`src/design/assert_macros.svh`:
```
// Assertion macros shared by the event word unpacker.
// Each macro checks on the rising clock edge and is disabled while reset is high.
`ifndef ASSERT_MACROS_SVH
`define ASSERT_MACROS_SVH

// same-cycle implication
`define DWEU_ASSERT_IMP(name, pre, post, msg) \
   name: assert property (@(posedge clock) disable iff (reset) (pre) |-> (post)) \
      else $error(msg);

// next-cycle implication
`define DWEU_ASSERT_NXT(name, pre, post, msg) \
   name: assert property (@(posedge clock) disable iff (reset) (pre) |=> (post)) \
      else $error(msg);

`endif

```
`src/design/dweu_pkg.sv`:
```
// Shared types and constants of the digitizer event word unpacker.
// Used by the controller, the datapath and the top level; depends on nothing.
package dweu_pkg;

   localparam int MAX_SAMPLES  = 65536;
   localparam int NUM_CHANNELS = 8;

   localparam int WORD_W    = 32;
   localparam int SIZE_W    = 28;
   localparam int MASK_W    = 8;
   localparam int CH_W      = 3;
   localparam int ID_W      = 23;
   localparam int IDX_W     = 16;
   localparam int VAL_W     = 16;
   localparam int KIND_W    = 3;
   localparam int CNT_W     = $clog2(MAX_SAMPLES + 1);
   localparam int DIV_CNT_W = $clog2(SIZE_W);
   localparam int NCH_W     = 4;
   localparam int REM_W     = 3;
   localparam int RSP_W     = 104;

   localparam logic [3:0]        HDR_MARKER = 4'hA;
   localparam logic [SIZE_W-1:0] HDR_WORDS  = SIZE_W'(4);
   localparam logic [MASK_W-1:0] CH_MASK    = MASK_W'((1 << NUM_CHANNELS) - 1);

   typedef enum logic [KIND_W-1:0] {
      KIND_HEADER     = 3'd0,
      KIND_SAMPLE     = 3'd1,
      KIND_BAD_HEADER = 3'd2,
      KIND_EMPTY_MASK = 3'd3,
      KIND_OVERFLOW   = 3'd4
   } kind_type;

   typedef enum logic [2:0] {
      ST_HDR1,
      ST_HDR2,
      ST_DIV,
      ST_HDR3,
      ST_HDR4,
      ST_DATA,
      ST_EMIT,
      ST_STOP
   } state_type;

   typedef struct packed {
      logic     hdr1_load;
      logic     hdr2_load;
      logic     div_step;
      logic     hdr3_load;
      logic     hdr4_load;
      logic     data_load;
      logic     emit_step;
      logic     word_end;
      logic     out_load;
      kind_type out_kind;
      logic     out_last;
   } cmd_type;

   typedef struct packed {
      logic marker_ok;
      logic nch_zero;
      logic div_last;
      logic wpc_zero;
      logic out_free;
      logic slot_none;
      logic slot_last;
      logic overflow;
      logic event_end;
   } sts_type;

endpackage

```
`src/design/digitizer_event_word_unpacker.sv`:
```
// Each header word is taken when the result register is free; the header result is valid the
// cycle after word four. The second header word starts a serial divide of the 28-bit payload
// size by the channel count (one quotient bit per cycle) before word three is taken. A payload
// word is taken, then its results (two in mode 0, zero to three in mode 1) leave one by one
// through the one result register. Synchronous active-high reset returns to the first header
// word and clears packing mode to 0; after an error result the block drops every beat until reset.
`include "assert_macros.svh"

module digitizer_event_word_unpacker (
   input  logic                           clock,
   input  logic                           reset,
   input  logic                           req_tvalid,
   output logic                           req_tready,
   input  logic [dweu_pkg::WORD_W-1:0]    req_tdata,   // data_word
   input  logic                           csr_valid,
   output logic                           csr_ready,
   input  logic [0:0]                     csr_data,    // packing_mode
   output logic                           rsp_tvalid,
   input  logic                           rsp_tready,
   // channel[2:0], sample_index[18:3], sample_value[34:19], event_id[57:35],
   // time_stamp[89:58], channel_mask[97:90], zero fill above
   output logic [dweu_pkg::RSP_W-1:0]     rsp_tdata,
   output logic [dweu_pkg::KIND_W-1:0]    rsp_tuser,   // kind
   output logic                           rsp_tlast    // last
);

   dweu_pkg::cmd_type cmd;
   dweu_pkg::sts_type sts;
   logic              err_valid;
   logic              err_done;
   logic              bad_valid;
   logic              smp_valid;

   assign csr_ready = 1'b1;

   dweu_ctrl u_ctrl (
      .clock      (clock),
      .reset      (reset),
      .req_tvalid (req_tvalid),
      .req_tready (req_tready),
      .sts        (sts),
      .cmd        (cmd)
   );

   dweu_dp u_dp (
      .clock      (clock),
      .reset      (reset),
      .req_tdata  (req_tdata),
      .csr_valid  (csr_valid),
      .csr_data   (csr_data),
      .cmd        (cmd),
      .sts        (sts),
      .rsp_tready (rsp_tready),
      .rsp_tvalid (rsp_tvalid),
      .rsp_tdata  (rsp_tdata),
      .rsp_tuser  (rsp_tuser),
      .rsp_tlast  (rsp_tlast)
   );

   assign err_valid = rsp_tvalid && (rsp_tuser inside {dweu_pkg::KIND_BAD_HEADER,
                                                       dweu_pkg::KIND_EMPTY_MASK,
                                                       dweu_pkg::KIND_OVERFLOW});
   assign err_done  = err_valid && rsp_tready;
   assign bad_valid = rsp_tvalid && (rsp_tuser == dweu_pkg::KIND_BAD_HEADER);
   assign smp_valid = rsp_tvalid && (rsp_tuser == dweu_pkg::KIND_SAMPLE);

   `DWEU_ASSERT_IMP(a_error_is_last, err_valid, rsp_tlast, "error result without last")
   `DWEU_ASSERT_NXT(a_stop_after_error, err_done, !rsp_tvalid, "result after an error")
   `DWEU_ASSERT_IMP(a_bad_header_clear, bad_valid, rsp_tdata == '0, "bad header with context")
   `DWEU_ASSERT_IMP(a_sample_fill, smp_valid, rsp_tdata[103:98] == 6'b0, "fill bits set")

endmodule

```
`src/design/dweu_ctrl.sv`:
```
// Controller of the event word unpacker: walks header, divide, payload and stop phases.
// Uses dweu_pkg; drives datapath commands and the input ready.
module dweu_ctrl (
   input  logic              clock,
   input  logic              reset,
   input  logic              req_tvalid,
   output logic              req_tready,
   input  dweu_pkg::sts_type sts,
   output dweu_pkg::cmd_type cmd
);

   dweu_pkg::state_type state_ff, state_in;
   logic                in_fire;

   always_ff @(posedge clock) begin
      if (reset) begin
         state_ff <= dweu_pkg::ST_HDR1;
      end else begin
         state_ff <= state_in;
      end
   end

   always_comb begin
      state_in     = state_ff;
      cmd          = '0;
      cmd.out_kind = dweu_pkg::KIND_HEADER;
      case (state_ff)
         dweu_pkg::ST_HDR1, dweu_pkg::ST_HDR2, dweu_pkg::ST_HDR3,
         dweu_pkg::ST_HDR4, dweu_pkg::ST_DATA: req_tready = sts.out_free;
         dweu_pkg::ST_STOP:                    req_tready = 1'b1;
         default:                              req_tready = 1'b0;
      endcase
      in_fire = req_tvalid && req_tready;

      case (state_ff)
         dweu_pkg::ST_HDR1: begin
            if (in_fire) begin
               if (!sts.marker_ok) begin
                  cmd.out_load = 1'b1;
                  cmd.out_kind = dweu_pkg::KIND_BAD_HEADER;
                  cmd.out_last = 1'b1;
                  state_in     = dweu_pkg::ST_STOP;
               end else begin
                  cmd.hdr1_load = 1'b1;
                  state_in      = dweu_pkg::ST_HDR2;
               end
            end
         end
         dweu_pkg::ST_HDR2: begin
            if (in_fire) begin
               cmd.hdr2_load = 1'b1;
               state_in      = dweu_pkg::ST_DIV;
            end
         end
         dweu_pkg::ST_DIV: begin
            // one quotient bit per cycle
            cmd.div_step = 1'b1;
            if (sts.div_last) begin
               state_in = dweu_pkg::ST_HDR3;
            end
         end
         dweu_pkg::ST_HDR3: begin
            if (in_fire) begin
               cmd.hdr3_load = 1'b1;
               state_in      = dweu_pkg::ST_HDR4;
            end
         end
         dweu_pkg::ST_HDR4: begin
            if (in_fire) begin
               cmd.hdr4_load = 1'b1;
               cmd.out_load  = 1'b1;
               cmd.out_last  = 1'b1;
               if (sts.nch_zero) begin
                  cmd.out_kind = dweu_pkg::KIND_EMPTY_MASK;
                  state_in     = dweu_pkg::ST_STOP;
               end else begin
                  cmd.out_kind = dweu_pkg::KIND_HEADER;
                  state_in     = sts.wpc_zero ? dweu_pkg::ST_HDR1 : dweu_pkg::ST_DATA;
               end
            end
         end
         dweu_pkg::ST_DATA: begin
            if (in_fire) begin
               cmd.data_load = 1'b1;
               state_in      = dweu_pkg::ST_EMIT;
            end
         end
         dweu_pkg::ST_EMIT: begin
            if (sts.slot_none) begin
               cmd.word_end = 1'b1;
               state_in     = sts.event_end ? dweu_pkg::ST_HDR1 : dweu_pkg::ST_DATA;
            end else if (sts.out_free) begin
               cmd.out_load = 1'b1;
               if (sts.overflow) begin
                  cmd.out_kind = dweu_pkg::KIND_OVERFLOW;
                  cmd.out_last = 1'b1;
                  state_in     = dweu_pkg::ST_STOP;
               end else begin
                  cmd.out_kind  = dweu_pkg::KIND_SAMPLE;
                  cmd.out_last  = sts.slot_last;
                  cmd.emit_step = 1'b1;
                  if (sts.slot_last) begin
                     cmd.word_end = 1'b1;
                     state_in     = sts.event_end ? dweu_pkg::ST_HDR1 : dweu_pkg::ST_DATA;
                  end
               end
            end
         end
         dweu_pkg::ST_STOP: begin
            // drop every beat until reset
         end
         default: begin
            state_in = dweu_pkg::ST_HDR1;
         end
      endcase
   end

endmodule

```
`src/design/dweu_dp.sv`:
```
// Datapath of the event word unpacker: header registers, serial divider,
// sample slot extraction and the result register. Uses dweu_pkg.
module dweu_dp (
   input  logic                           clock,
   input  logic                           reset,
   input  logic [dweu_pkg::WORD_W-1:0]    req_tdata,
   input  logic                           csr_valid,
   input  logic [0:0]                     csr_data,
   input  dweu_pkg::cmd_type              cmd,
   output dweu_pkg::sts_type              sts,
   input  logic                           rsp_tready,
   output logic                           rsp_tvalid,
   output logic [dweu_pkg::RSP_W-1:0]     rsp_tdata,
   output logic [dweu_pkg::KIND_W-1:0]    rsp_tuser,
   output logic                           rsp_tlast
);

   logic                              mode_ff, mode_in;
   logic [dweu_pkg::SIZE_W-1:0]       wpc_ff, wpc_in;
   logic [dweu_pkg::SIZE_W-1:0]       left_ff, left_in;
   logic [dweu_pkg::REM_W-1:0]        rem_ff, rem_in;
   logic [dweu_pkg::DIV_CNT_W-1:0]    div_cnt_ff, div_cnt_in;
   logic [dweu_pkg::MASK_W-1:0]       mask_ff, mask_in;
   logic [dweu_pkg::CH_W-1:0]         chan_ff, chan_in;
   logic [dweu_pkg::CNT_W-1:0]        cnt_ff, cnt_in;
   logic [dweu_pkg::ID_W-1:0]         id_ff, id_in;
   logic [dweu_pkg::WORD_W-1:0]       stamp_ff, stamp_in;
   logic [dweu_pkg::WORD_W-1:0]       word_ff, word_in;
   logic [1:0]                        k_ff, k_in;

   logic                              rsp_valid_ff, rsp_valid_in;
   logic [dweu_pkg::RSP_W-1:0]        rsp_data_ff, rsp_data_in;
   logic [dweu_pkg::KIND_W-1:0]       rsp_kind_ff, rsp_kind_in;
   logic                              rsp_last_ff, rsp_last_in;

   logic [dweu_pkg::NCH_W-1:0]        nch;
   logic [dweu_pkg::NCH_W-1:0]        trial;
   logic                              qbit;
   logic [dweu_pkg::SIZE_W-1:0]       size_field;
   logic [dweu_pkg::SIZE_W-1:0]       payload;
   logic [dweu_pkg::CH_W-1:0]         first_ch;
   logic [dweu_pkg::CH_W-1:0]         next_ch;
   logic                              next_none;
   logic [1:0]                        slot_n;
   logic [dweu_pkg::VAL_W-1:0]        slot_val;

   logic [dweu_pkg::CH_W-1:0]         o_chan;
   logic [dweu_pkg::IDX_W-1:0]        o_idx;
   logic [dweu_pkg::VAL_W-1:0]        o_val;
   logic [dweu_pkg::ID_W-1:0]         o_id;
   logic [dweu_pkg::WORD_W-1:0]       o_stamp;
   logic [dweu_pkg::MASK_W-1:0]       o_mask;

   // channel count and channel search over the held mask
   always_comb begin
      nch       = '0;
      first_ch  = '0;
      next_ch   = '0;
      next_none = 1'b1;
      for (int c = dweu_pkg::MASK_W - 1; c >= 0; c--) begin
         nch = nch + dweu_pkg::NCH_W'(mask_ff[c]);
         if (mask_ff[c]) begin
            first_ch = dweu_pkg::CH_W'(c);
         end
         if (mask_ff[c] && (c > int'(chan_ff))) begin
            next_ch   = dweu_pkg::CH_W'(c);
            next_none = 1'b0;
         end
      end
   end

   // restoring divide step: payload words by channel count
   always_comb begin
      trial = {rem_ff, wpc_ff[dweu_pkg::SIZE_W-1]};
      qbit  = (trial >= nch);
   end

   always_comb begin
      size_field = req_tdata[dweu_pkg::SIZE_W-1:0];
      payload    = (size_field >= dweu_pkg::HDR_WORDS) ? size_field - dweu_pkg::HDR_WORDS : '0;
   end

   // sample slots of the held payload word
   always_comb begin
      slot_n   = mode_ff ? word_ff[31:30] : 2'd2;
      slot_val = '0;
      if (!mode_ff) begin
         slot_val = k_ff[0] ? word_ff[31:16] : word_ff[15:0];
      end else begin
         case (k_ff)
            2'd0:    slot_val = dweu_pkg::VAL_W'(word_ff[9:0]);
            2'd1:    slot_val = dweu_pkg::VAL_W'(word_ff[19:10]);
            2'd2:    slot_val = dweu_pkg::VAL_W'(word_ff[29:20]);
            default: slot_val = '0;
         endcase
      end
   end

   always_comb begin
      sts.marker_ok = (req_tdata[31:28] == dweu_pkg::HDR_MARKER);
      sts.nch_zero  = (nch == '0);
      sts.div_last  = (div_cnt_ff == dweu_pkg::DIV_CNT_W'(dweu_pkg::SIZE_W - 1));
      sts.wpc_zero  = (wpc_ff == '0);
      sts.out_free  = !rsp_valid_ff || rsp_tready;
      sts.slot_none = (slot_n == 2'd0);
      sts.slot_last = (k_ff == slot_n - 2'd1);
      sts.overflow  = (cnt_ff >= dweu_pkg::CNT_W'(dweu_pkg::MAX_SAMPLES));
      sts.event_end = (left_ff == dweu_pkg::SIZE_W'(1)) && next_none;
   end

   // event state registers
   always_comb begin
      mode_in    = mode_ff;
      wpc_in     = wpc_ff;
      left_in    = left_ff;
      rem_in     = rem_ff;
      div_cnt_in = div_cnt_ff;
      mask_in    = mask_ff;
      chan_in    = chan_ff;
      cnt_in     = cnt_ff;
      id_in      = id_ff;
      stamp_in   = stamp_ff;
      word_in    = word_ff;
      k_in       = k_ff;

      if (csr_valid) begin
         mode_in = csr_data[0];
      end
      if (cmd.hdr1_load) begin
         wpc_in = payload;
      end
      if (cmd.hdr2_load) begin
         mask_in    = req_tdata[dweu_pkg::MASK_W-1:0] & dweu_pkg::CH_MASK;
         rem_in     = '0;
         div_cnt_in = '0;
      end
      if (cmd.div_step) begin
         wpc_in     = {wpc_ff[dweu_pkg::SIZE_W-2:0], qbit};
         rem_in     = qbit ? dweu_pkg::REM_W'(trial - nch) : dweu_pkg::REM_W'(trial);
         div_cnt_in = div_cnt_ff + 1'b1;
      end
      if (cmd.hdr3_load) begin
         id_in = req_tdata[dweu_pkg::ID_W-1:0];
      end
      if (cmd.hdr4_load) begin
         stamp_in = req_tdata;
         cnt_in   = '0;
         left_in  = wpc_ff;
         chan_in  = first_ch;
      end
      if (cmd.data_load) begin
         word_in = req_tdata;
         k_in    = '0;
      end
      if (cmd.emit_step) begin
         cnt_in = cnt_ff + 1'b1;
         k_in   = k_ff + 2'd1;
      end
      if (cmd.word_end) begin
         left_in = left_ff - 1'b1;
         // advance to the next enabled channel when this record is done
         if ((left_ff == dweu_pkg::SIZE_W'(1)) && !next_none) begin
            chan_in = next_ch;
            left_in = wpc_ff;
            cnt_in  = '0;
         end
      end
   end

   // result fields
   always_comb begin
      o_chan  = '0;
      o_idx   = '0;
      o_val   = '0;
      o_id    = id_ff;
      o_stamp = stamp_ff;
      o_mask  = mask_ff;
      case (cmd.out_kind)
         dweu_pkg::KIND_HEADER, dweu_pkg::KIND_EMPTY_MASK: begin
            o_stamp = req_tdata;
         end
         dweu_pkg::KIND_SAMPLE: begin
            o_chan = chan_ff;
            o_idx  = dweu_pkg::IDX_W'(cnt_ff);
            o_val  = slot_val;
         end
         dweu_pkg::KIND_OVERFLOW: begin
            o_chan = chan_ff;
            o_idx  = dweu_pkg::IDX_W'(cnt_ff);
         end
         default: begin
            o_id    = '0;
            o_stamp = '0;
            o_mask  = '0;
         end
      endcase
   end

   always_comb begin
      rsp_valid_in = rsp_valid_ff;
      rsp_data_in  = rsp_data_ff;
      rsp_kind_in  = rsp_kind_ff;
      rsp_last_in  = rsp_last_ff;
      if (cmd.out_load) begin
         rsp_valid_in = 1'b1;
         rsp_data_in  = {6'b0, o_mask, o_stamp, o_id, o_val, o_idx, o_chan};
         rsp_kind_in  = cmd.out_kind;
         rsp_last_in  = cmd.out_last;
      end else if (rsp_tready) begin
         rsp_valid_in = 1'b0;
      end
   end

   always_ff @(posedge clock) begin
      if (reset) begin
         mode_ff      <= 1'b0;
         rsp_valid_ff <= 1'b0;
      end else begin
         mode_ff      <= mode_in;
         rsp_valid_ff <= rsp_valid_in;
      end
   end

   always_ff @(posedge clock) begin
      wpc_ff      <= wpc_in;
      left_ff     <= left_in;
      rem_ff      <= rem_in;
      div_cnt_ff  <= div_cnt_in;
      mask_ff     <= mask_in;
      chan_ff     <= chan_in;
      cnt_ff      <= cnt_in;
      id_ff       <= id_in;
      stamp_ff    <= stamp_in;
      word_ff     <= word_in;
      k_ff        <= k_in;
      rsp_data_ff <= rsp_data_in;
      rsp_kind_ff <= rsp_kind_in;
      rsp_last_ff <= rsp_last_in;
   end

   assign rsp_tvalid = rsp_valid_ff;
   assign rsp_tdata  = rsp_data_ff;
   assign rsp_tuser  = rsp_kind_ff;
   assign rsp_tlast  = rsp_last_ff;

endmodule

```
`config.mk`:
```
export PLATFORM = sky130hd
export DESIGN_NAME = digitizer_event_word_unpacker
export DESIGN_NICKNAME = d
export VERILOG_FILES = /design/src/design/dweu_pkg.sv /design/src/design/digitizer_event_word_unpacker.sv /design/src/design/dweu_ctrl.sv /design/src/design/dweu_dp.sv
export VERILOG_INCLUDE_DIRS = /design/src /design/src/design
export SDC_FILE = /design/constraint.sdc
export NUM_CORES = 1
export LEC_CHECK = 0
export ABC_CLOCK_PERIOD_IN_PS = 6100
export BUFFER_PORTS_ARGS = -buffer_cell sky130_fd_sc_hd__buf_4
export CORE_MARGIN = 2
export CORE_UTILIZATION = 40
export CTS_CLUSTER_DIAMETER = 30
export CTS_CLUSTER_SIZE = 20
export DETAILED_ROUTE_END_ITERATION = 8
export SETUP_SLACK_MARGIN = 0.5
export SYNTH_ARGS = -nofsm -noshare
export SYNTH_HDL_FRONTEND = slang
export SYNTH_SLANG_ARGS = --single-unit
```
`constraint.sdc`:
```
create_clock -name clock -period 6.1 [get_ports clock]
set_input_delay 0.305 -clock clock [delete_from_list [all_inputs] [get_ports clock]]
set_output_delay 0.305 -clock clock [all_outputs]
set_load 0.01 [all_outputs]
```
==> results of run 1 <==
==> per-layer routing <==
layer  GRT usage [%]  routed length, um  vias to the layer above
met3           3.487               2168                       62
met1           26.49              14280                     4315
li1                -                  -                     4151
met4           6.656                684                        0
met2           30.99              15280                      336
met5               0                  0                        -
==> cell type report <==
cell class                 count  share of cell area (%)
clock buffer                  76                   10.18
clock inverter                46                   3.006
inverter                      29                  0.6521
multi-input combinational    641                   25.36
sequential                   288                   50.31
tap                          402                   3.013
timing repair buffer         163                   7.480
==> flip-flops by register name, summed over array words and instances, names as in the netlist <==
signal           flops
u_dp.rsp_tlast       1
u_dp.chan_ff         3
u_ctrl.state_ff      3
u_dp.word_ff        32
u_dp.cnt_ff         17
u_dp.id_ff          23
u_dp.rem_ff          3
u_dp.mode_ff         1
u_dp.stamp_ff       32
u_dp.div_cnt_ff      5
u_dp.rsp_tuser       3
u_dp.rsp_tvalid      1
u_dp.wpc_ff         28
u_dp.mask_ff         8
u_dp.k_ff            2
u_dp.left_ff        28
u_dp.rsp_tdata      98
==> what timing repair did <==
action | in CTS | in global routing
hold endpoints to repair | 22 | 0
hold buffers | 10 | 0
resized for setup | 0 | 0
setup endpoints to repair | 0 | 0
==> critical path: cells and delay by family, from the launching register on <==
family	cells	cell delay [ns]
AO/OA/AOI/OAI	4	0.92
buffers and inverters	4	0.25
flip-flops	1	0.44
adder cells (fa/ha/maj)	6	2.46
AND/OR/NAND/NOR	2	0.12
==> logic make-up (layout without fill, tap and decap cells) <==
family	after synthesis	in the layout	share of synthesized area, %
AOI/OAI and AO/OA	187	187	10.24
xor gates and xnor gates	51	51	3.459
adders and majority gates	26	26	2.810
buffers and inverters	78	314	2.684
DFF	288	288	65.03
muxes	26	26	2.083
other	2	7	0.05816
and+or+nand+nor	344	344	13.63
==> stage by stage <==
stage	total power, uW	cells	utilization, %	hold WS [ns]
after floorplan	4107	1007	-	0.3741
after global placement	4878	1513	45.49	0.4809
after detailed placement	4914	1513	45.49	0.5047
after CTS	8321	1645	52.77	0.0003397
after global routing	8639	1645	52.77	0.001702
final	8235	1645	52.77	0.02383
==> power by group <==
| group | leakage (uW) | switching [uW] | internal [uW] |
|---|---|---|---|
| registers | 0.00265 | 268 | 2830 |
| logic | 0.00240 | 1030 | 738 |
| clock network | 0.00104 | 1160 | 2200 |
| total | 0.00609 | 2460 | 5770 |
==> final timing paths <==
check,endpoint,slack [ns],cells after the start,start
setup / recovery,u_dp.rem_ff[1],1.65,16,u_dp.mask_ff[7]
setup reg to reg,u_dp.rem_ff[1],1.65,16,u_dp.mask_ff[7]
hold / removal,u_dp.stamp_ff[13],0.02,1,req_tdata[13]
hold reg to reg,u_dp.cnt_ff[1],0.51,2,u_dp.cnt_ff[1]
==> cell usage in the layout (no fill, tap or decap), drive strengths merged, types with 23 or more instances in the layout <==
cell type	count
clkbuf	76
a22o	33
nor3	29
inv	31
nor4	23
o21ai	33
dfxtp	25
nor2	105
a21oi	49
edfxtp	263
clkinv	30
nand3	23
nor2b	29
buf	153
xnor2	34
nand2	57
==> run metrics, run 1 <==
Final Max Slew Viols 0; clock tree from TritonCTS built; global-route congestion overflow total 0; row cnt 65; root buf cell sky130_fd_sc_hd__clkbuf_16; global-route wire length before repair 50,030 um; CTS Sinks 288; number of remaining DRC errors 1; number of top-level pins approximately 150; number of max-cap violations 0; failing checks design-rule violations; count of flip-flops with a built-in enable after synthesis 263; starting utilization of the core area 40.82%; HPWL after detailed placement 21,270 um; detailed-route via count 8,864; Synth async-reset ratio 0%; setup tns final 0 ns; total area of multi-input combinational cells 4234 um2; number of antenna repair diodes 0; iteration count of the initial detailed-routing pass 9; required time of the critical path 6.39 ns; post-placement worst setup slack 1.626 ns; dpl cell area 14,390 um2; global routing usage summed across all routing layers between 10% and 20%; setup repair after global routing missed its margin no; largest net degree at the start of global routing between 70 and 80; Worst slew margin between 20% and 30%; horizontal die dimension 183.7 um; final number of setup-violating endpoints 0; Worst Hold Class in2reg; final cycle utilization of the critical path 72.93%; Final Hold Violating Endpoints 0; worst supply voltage drop on vdd 0.2223 mV; number of global-route vias before repair between 8,000 and 9,000; Via-to-Cell Ratio 5.388; floorplan die area about 34,000 um2; worst endpoint data arrival time 4.74 ns; slew of the pin with the lowest slew margin approximately 1.1 ns; CP Max Fanout 7; Inserted Clock Buffers 66; H-tree level count 3; synthesis warning total 0; count of nets left with antenna violations after detail routing 0; type of element launching the critical path flip-flop; Layout Nets 1,253; total of flip-flops plus latches after synthesis 288; largest buffer count on any clock path 3; FILL cells 2,656; portion of the post-synthesis area used by sequential elements 65.03%; total detailed-routing wirelength 32,410 um; most common cell in the synthesized netlist sky130_fd_sc_hd__edfxtp_1; average wire per standard cell a little under 20 um; type of element capturing the critical path flip-flop; Post-Syn Instances between 1,000 and 1,500; area added between synthesis and finish 29.27%; Final Cell Area ~17,000 um2; clk_skew about 0.039 ns; dominant synthesized flop cell sky130_fd_sc_hd__edfxtp_1; count of cell types in the netlist 73; Syn Std Cell Area 12,910 um2; area of the core 31,640 um2; Iteration-0 DRC Markers 740; sequential cell area between 8000 and 9000 um2; Clk pin slew, worst setup/hold paths approximately 0.05 ns; antenna violations before repair 2; port bufs approximately 140; Synth area leaders sky130_fd_sc_hd__edfxtp_1 61%, sky130_fd_sc_hd__dfxtp_1 3.9%, sky130_fd_sc_hd__nor2_1 3.0%; setup repair bufs after CTS 0; status complete, but fails checks; placer's final routability congestion estimate 0.8362; Lkg Pwr 0.006091 uW; Commonest cells post-synth 263 x sky130_fd_sc_hd__edfxtp_1, 104 x sky130_fd_sc_hd__nor2_1, 57 x sky130_fd_sc_hd__nand2_1, 49 x sky130_fd_sc_hd__a21oi_1, 34 x sky130_fd_sc_hd__xnor2_1; share of post-route cells with drive strength above 1 between 20% and 30%; Die Y between 150 and 200 um; cell-by-cell trace of the critical path inv_1 > ha_1 > inv_1 > fa_1 > fa_1 > inv_1 > fa_1 > fa_1 > inv_1 > ha_1 > a21bo_2 > a21o_1 > a21oi_1 > nor2_1 > a21oi_1 > nor2_1; Worst Slack Setup Final 1.651 ns; source-to-sink clock delay at the later pin of the worst-skew pair 0.55 ns; Highest Clock Rate 0.2248 GHz; critical path type reg2reg; crit path time final ~4.4 ns; power per cell area 493.3 nW/um2; share of the synthesized area in the top cell type 61.16%; post-synthesis average cell area approximately 13 um2; post-synth top area cell sky130_fd_sc_hd__edfxtp_1; library cell contributing the largest single delay on the critical path sky130_fd_sc_hd__fa_1; max incr delay on CP 0.57 ns
Power figures use the tool's default switching activity.
==> run 2: changes to the inputs <==
--- a/config.mk
+++ b/config.mk
@@ -6,7 +6,7 @@
 export SDC_FILE = /design/constraint.sdc
 export NUM_CORES = 1
 export LEC_CHECK = 0
-export ABC_CLOCK_PERIOD_IN_PS = 6100
+export ABC_CLOCK_PERIOD_IN_PS = 4650
 export BUFFER_PORTS_ARGS = -buffer_cell sky130_fd_sc_hd__buf_4
 export CORE_MARGIN = 2
 export CORE_UTILIZATION = 40
==> constraint.sdc (replaced) <==
create_clock -name clock -period 4.65 [get_ports clock]
set_input_delay 0.2325 -clock clock [delete_from_list [all_inputs] [get_ports clock]]
set_output_delay 0.2325 -clock clock [all_outputs]
set_load 0.01 [all_outputs]
==> run metrics, run 2 (synthesis results as in run 1) <==
status complete, no violations (was complete, but fails checks); Worst R2R Setup Slack 0.56 ns (was 1.65 ns); power per cell area 653.4 nW/um2 (was 493.3 nW/um2); Clk pin slew, worst setup/hold paths 0.05 ns (about the same); final std cells w/o fill 1,666 (was 1,645); critical path type reg2reg (unchanged); detailed-route via count 9,072 (was 8,864); share of post-route cells with drive strength above 1 25.32% (was 24.38%); final cycle utilization of the critical path 87.86% (was 72.93%); antenna violations before repair 2 (unchanged); post-layout util 54.01% (was 52.77%); area added between synthesis and finish 32.31% (was 29.27%); type of element launching the critical path flip-flop (unchanged); global routing usage summed across all routing layers 19.29% (was 19.31%); number of antenna repair diodes 0 (unchanged); Die Y 183.7 um (unchanged); Inserted Clock Buffers 66 (unchanged); Worst slew margin 27.69% (was 28.98%); cell depth of the worst hold path 1 (unchanged); H-tree level count 3 (unchanged); worst supply voltage drop on vdd 0.2861 mV (was 0.2223 mV); number of max-cap violations 0 (unchanged); required time of the critical path 4.95 ns (was 6.39 ns); root buf cell sky130_fd_sc_hd__clkbuf_16 (unchanged); worst reg-to-reg path cell count 16 (unchanged); CP Max Fanout 7 (unchanged); floorplan die area 33,740 um2 (unchanged); port bufs 141 (unchanged); clock tree from TritonCTS built (unchanged); number of global-route vias before repair 8,748 (was 8,720); setup repair after global routing missed its margin yes (was no); Worst Hold Class in2reg (unchanged); number of flip-flops under the largest register name 98 (unchanged); starting utilization of the core area 40.82% (unchanged); reg2reg end u_dp.rem_ff[2] (was u_dp.rem_ff[1]); area of the core 31,640 um2 (unchanged); Highest Clock Rate 0.2448 GHz (was 0.2248 GHz); global-route congestion overflow total 0 (unchanged); type of element capturing the critical path flip-flop (unchanged); CTS Sinks 288 (unchanged); placer's final routability congestion estimate 0.8429 (was 0.8362); total detailed-routing wirelength 32,810 um (was 32,410 um); Final Hold Violating Endpoints 0 (unchanged); worst endpoint data arrival time 4.39 ns (was 4.74 ns); count of nets left with antenna violations after detail routing 0 (unchanged); Lkg Pwr 0.006261 uW (was 0.006091 uW); slew of the pin with the lowest slew margin 1.070 ns (was 1.065 ns); hold slack 0.01135 ns (was 0.02383 ns); average wire per standard cell 19.70 um (about the same); clk_skew 0.03667 ns (was 0.03915 ns); HPWL after detailed placement 21,120 um (was 21,270 um); setup tns final 0 ns (unchanged); largest net degree at the start of global routing 57 (was 76); Iteration-0 DRC Markers 799 (was 740); crit path time final 4.086 ns (was 4.449 ns); row cnt 65 (unchanged); horizontal die dimension 183.7 um (unchanged); Final Max Slew Viols 0 (unchanged); number of remaining DRC errors 0 (was 1); total chip power 11,160 uW (was 8235 uW); largest buffer count on any clock path 3 (unchanged); highest-count cells in the layout ignoring fill and taps 263 x sky130_fd_sc_hd__edfxtp_1, 162 x sky130_fd_sc_hd__buf_4, 103 x sky130_fd_sc_hd__nor2_1 (was 263 x sky130_fd_sc_hd__edfxtp_1, 153 x sky130_fd_sc_hd__buf_4, 103 x sky130_fd_sc_hd__nor2_1); end point of the worst hold path u_dp.stamp_ff[0] (was u_dp.stamp_ff[13]); final number of setup-violating endpoints 0 (unchanged); global-route wire length before repair 49,950 um (was 50,030 um); startpoint of the worst-slack reg-to-reg timing path u_dp.mask_ff[6] (was u_dp.mask_ff[7]); Layout Nets 1,280 (was 1,253); iteration count of the initial detailed-routing pass 7 (was 9); count of placed standard cells including taps 1,516 (was 1,513); number of top-level pins 149 (unchanged); source-to-sink clock delay at the later pin of the worst-skew pair 0.57 ns (was 0.55 ns); leading cell type in the layout, fill and taps excluded sky130_fd_sc_hd__edfxtp_1 (unchanged); critical hold path startpoint req_tdata[0] (was req_tdata[13]); Via-to-Cell Ratio 5.445 (was 5.388)
## run 2: cell types whose count changed in the layout (fill, tap and decap cells not counted), sizes merged
cell,change
dlygate4sd3,+17
buf,+10
clkinv,-6
bufinv,+5
clkbuf,-4
clkinvlp,-2
inv,+1
## run 2: worst max path at each step
stage / from / depth (start not counted) / to / slack (ns)
after detailed placement: u_dp.mask_ff[7] / 16 / u_dp.rem_ff[2] / 0.35
final: u_dp.mask_ff[6] / 16 / u_dp.rem_ff[2] / 0.56
after CTS: u_dp.mask_ff[6] / 16 / u_dp.rem_ff[2] / 0.53
after global routing: u_dp.mask_ff[6] / 16 / u_dp.rem_ff[1] / 0.38
after floorplan: u_dp.mask_ff[7] / 16 / u_dp.rem_ff[2] / 0.56
after global placement: u_dp.mask_ff[7] / 16 / u_dp.rem_ff[2] / 0.40
## run 2: worst max-delay path: stages (launching register included)
cell	delay, ns
sky130_fd_sc_hd__edfxtp_1	0.40
sky130_fd_sc_hd__inv_2	0.11
sky130_fd_sc_hd__ha_4	0.21
sky130_fd_sc_hd__inv_2	0.05
sky130_fd_sc_hd__fa_1	0.42
sky130_fd_sc_hd__fa_1	0.49
sky130_fd_sc_hd__inv_1	0.05
sky130_fd_sc_hd__fa_2	0.35
sky130_fd_sc_hd__fa_2	0.57
sky130_fd_sc_hd__buf_4	0.12
sky130_fd_sc_hd__fa_1	0.19
sky130_fd_sc_hd__a21bo_2	0.22
sky130_fd_sc_hd__a21o_1	0.20
sky130_fd_sc_hd__a21oi_4	0.22
sky130_fd_sc_hd__nor2_1	0.06
sky130_fd_sc_hd__a21oi_1	0.12
sky130_fd_sc_hd__nor2_1	0.05
## run 2: report_power, final
group          internal, uW  total [uW]  leakage, uW  switching, uW
Combinational          1030        2420      0.00252           1380
Clock                  3150        4690      0.00109           1550
Sequential             3700        4050      0.00265            349
Total                  7880       11200      0.00626           3280
## run 2: area by class of cell
type                    instances  area (um2)
well taps                     402       503.0
repair buffers                190        1506
clock inverters                44       633.1
multi-input cells             641        4263
fillers                      2623       14550
inverters                      29       108.9
clock buffers                  72        1674
flip-flops and latches        288        8398
## run 2: per-stage QoR
stage	area, um2	setup WS (ns)
5_1_grt	17090	0.3789
2_1_floorplan	12940	0.5586
3_3_place_gp	14430	0.4018
4_1_cts	17040	0.5278
3_5_place_dp	14430	0.3533
6_report	17090	0.5645
## run 2: metal layers
metal / up-vias / track usage, % / wire (um)
li1: 4210 / - / -
met1: 4454 / 26.97 / 14760
met2: 335 / 30.08 / 15320
met3: 73 / 3.645 / 1902
met4: 0 / 6.912 / 833
met5: - / 0 / 0
## run 2: what timing repair did
item	4_1_cts	5_1_grt
setup endpoints to repair	4	4
resized for setup	2	5
setup buffers	3	4
hold buffers	27	0
endpoints found under the hold margin	74	0
pin swaps	2	3
==> run 3: changes to the inputs <==
--- a/config.mk
+++ b/config.mk
@@ -13,6 +13,7 @@
 export CTS_CLUSTER_DIAMETER = 30
 export CTS_CLUSTER_SIZE = 20
 export DETAILED_ROUTE_END_ITERATION = 8
+export REMOVE_ABC_BUFFERS = 1
 export SETUP_SLACK_MARGIN = 0.5
 export SYNTH_ARGS = -nofsm -noshare
 export SYNTH_HDL_FRONTEND = slang
==> run metrics, run 3 (synthesis results as in run 1) <==
setup repair after global routing missed its margin yes (unchanged); antenna violations before repair 2 (unchanged); FILL cells 2,655 (was 2,623); Global Route met1 Usage 25.34% (was 26.97%); highest-count cells in the layout ignoring fill and taps 263 x sky130_fd_sc_hd__edfxtp_1, 164 x sky130_fd_sc_hd__buf_4, 103 x sky130_fd_sc_hd__nor2_1 (was 263 x sky130_fd_sc_hd__edfxtp_1, 162 x sky130_fd_sc_hd__buf_4, 103 x sky130_fd_sc_hd__nor2_1); number of max-cap violations 0 (unchanged); placer's final routability congestion estimate 0.8545 (was 0.8429); required time of the critical path 4.91 ns (was 4.95 ns); share of post-route cells with drive strength above 1 24.30% (was 25.32%); root buf cell sky130_fd_sc_hd__clkbuf_16 (unchanged); worst reg-to-reg path cell count 15 (was 16); reg2reg end u_dp.rem_ff[1] (was u_dp.rem_ff[2]); slew of the pin with the lowest slew margin 1.080 ns (was 1.070 ns); H-tree level count 2 (was 3); source-to-sink clock delay at the later pin of the worst-skew pair 0.56 ns (was 0.57 ns); number of flip-flops under the largest register name 98 (unchanged); dpl cell area 14,440 um2 (was 14,430 um2); global-route congestion overflow total 0 (unchanged); Final Max Slew Viols 0 (unchanged); met3 GRT Util 3.526% (was 3.645%); CTS Sinks 288 (unchanged); number of antenna repair diodes 0 (unchanged); max incr delay on CP 0.58 ns (was 0.57 ns); final number of setup-violating endpoints 0 (unchanged); Clk pin slew, worst setup/hold paths 0.06 ns (was 0.05 ns); clk_skew 0.03029 ns (was 0.03667 ns); global-route wire length before repair 48,190 um (was 49,950 um); count of nets left with antenna violations after detail routing 0 (unchanged); global routing usage summed across all routing layers 18.36% (was 19.29%); count of placed standard cells including taps 1,517 (was 1,516); end point of the worst hold path u_dp.word_ff[2] (was u_dp.stamp_ff[0]); critical hold path startpoint req_tdata[2] (was req_tdata[0]); area added between synthesis and finish 28.97% (was 32.31%); Worst R2R Setup Slack 0.46 ns (was 0.56 ns); CP Max Fanout 7 (unchanged); clock tree from TritonCTS built (unchanged); most crowded layer after global routing met2 (unchanged); Highest Clock Rate 0.2389 GHz (was 0.2448 GHz); type of element launching the critical path flip-flop (unchanged); number of remaining DRC errors 0 (unchanged); final cycle utilization of the critical path 90.03% (was 87.86%); horizontal die dimension 183.7 um (unchanged); average wire per standard cell 19.09 um (was 19.70 um); startpoint of the worst-slack reg-to-reg timing path u_dp.mask_ff[7] (was u_dp.mask_ff[6]); detailed-route via count 8,931 (was 9,072); type of element capturing the critical path flip-flop (unchanged); leading cell type in the layout, fill and taps excluded sky130_fd_sc_hd__edfxtp_1 (unchanged); row cnt 65 (unchanged); worst supply voltage drop on vdd 0.2700 mV (was 0.2861 mV); number of top-level pins 149 (unchanged); power per cell area 622.2 nW/um2 (was 653.4 nW/um2); largest buffer count on any clock path 3 (unchanged); total detailed-routing wirelength 31,490 um (was 32,810 um); Worst slew margin 28.02% (was 27.69%); family of cells with the greatest summed delay on the critical path adder cells (unchanged); port bufs 141 (unchanged); HPWL after detailed placement 20,360 um (was 21,120 um); area of the core 31,640 um2 (unchanged); critical path type reg2reg (unchanged); Final Cell Area 16,650 um2 (was 17,090 um2); Layout Nets 1,271 (was 1,280); Die Y 183.7 um (unchanged); count of buffer and inverter cells on the critical path 3 (was 4); Inserted Clock Buffers 51 (was 66); Worst Hold Class in2reg (unchanged); Via-to-Cell Ratio 5.416 (was 5.445); cell depth of the worst hold path 1 (unchanged); crit path time final 4.186 ns (was 4.086 ns); library cell contributing the largest single delay on the critical path sky130_fd_sc_hd__fa_2 (unchanged); cell-by-cell trace of the critical path inv_2 > ha_4 > inv_2 > fa_1 > fa_1 > inv_2 > fa_2 > fa_2 > fa_2 > a21bo_2 > a21o_1 > a21oi_4 > nor2_1 > a21oi_1 > nor2_1 (was inv_2 > ha_4 > inv_2 > fa_1 > fa_1 > inv_1 > fa_2 > fa_2 > buf_4 > fa_1 > a21bo_2 > a21o_1 > a21oi_4 > nor2_1 > a21oi_1 > nor2_1); Lkg Pwr 0.006056 uW (was 0.006261 uW); number of global-route vias before repair 8,540 (was 8,748); status complete, no violations (unchanged); floorplan die area 33,740 um2 (unchanged); starting utilization of the core area 40.82% (unchanged); worst endpoint data arrival time 4.44 ns (was 4.39 ns); largest net degree at the start of global routing 54 (was 57); final std cells w/o fill 1,649 (was 1,666); met2 layer usage reported by global route 29.16% (was 30.08%); Final Hold Violating Endpoints 0 (unchanged); iteration count of the initial detailed-routing pass 5 (was 7); Iteration-0 DRC Markers 759 (was 799)
-- run 3: changes by cell type in the layout (fill, tap and decap cells not counted), moves of 2 or more --
cell	previous run	this run
sky130_fd_sc_hd__clkbuf_16	66	52
sky130_fd_sc_hd__clkbuf_1	6	9
sky130_fd_sc_hd__clkinv_16	4	1
sky130_fd_sc_hd__clkinvlp_4	8	5
sky130_fd_sc_hd__dlygate4sd3_1	27	30
sky130_fd_sc_hd__buf_4	162	164
sky130_fd_sc_hd__clkinv_8	2	0
sky130_fd_sc_hd__inv_1	24	22
sky130_fd_sc_hd__inv_2	4	6
-- run 3: what timing repair did --
item | 4_1_cts | 5_1_grt
endpoints found under the hold margin | 81 | 1
gates resized for setup | 4 | 9
hold buffers | 29 | 1
setup buffers | 3 | 6
pin swaps | 2 | 11
endpoints found under the setup margin | 4 | 4
-- run 3: layer usage --
layer,vias to the layer above,wire length (um),share of wire [%]
met5,-,13,0.041
met4,2,877,2.8
met3,66,1954,6.2
met2,314,14560,46
met1,4363,14080,45
li1,4186,-,-
-- run 3: worst max path at each step --
stage	start	depth (start not counted)	end	slack, ns
floorplan	u_dp.rsp_tvalid	4	u_dp.rsp_tdata[0]	-1.34
global placement	u_dp.mask_ff[7]	16	u_dp.rem_ff[2]	0.23
detailed placement	u_dp.mask_ff[7]	16	u_dp.rem_ff[2]	0.17
CTS	u_dp.mask_ff[6]	16	u_dp.rem_ff[2]	0.52
global route	u_dp.mask_ff[7]	15	u_dp.rem_ff[1]	0.30
finish	u_dp.mask_ff[7]	15	u_dp.rem_ff[1]	0.46
-- run 3: cell type report --
type	count	area [um2]	share of cell area (%)
well taps	402	503.0	3.020
multi-input cells	641	4277	25.68
inverters	29	108.9	0.6536
clock buffers	61	1335	8.016
flip-flops and latches	288	8398	50.42
repair buffers	196	1572	9.436
clock inverters	32	461.7	2.772
-- run 3: through the flow --
stage	hold WS (ns)	utilization (%)	setup WS (ns)	total power (uW)	setup TNS (ns)
finish	0.01964	52.64	0.4638	10360	0
CTS	0.0009015	52.36	0.5221	10370	0
detailed placement	0.4576	45.65	0.1666	6456	0
global route	0.005593	52.64	0.2983	10850	0
floorplan	0.3016	-	-1.341	5345	-142.65
global placement	0.4564	45.65	0.2311	6405	0
-- run 3: power by group --
part | leakage [uW] | internal (uW) | switching, uW
sequential | 0.00265 | 3700 | 380
combinational | 0.00255 | 1070 | 1380
clock | 0.000854 | 2560 | 1280
total | 0.00606 | 7330 | 3040
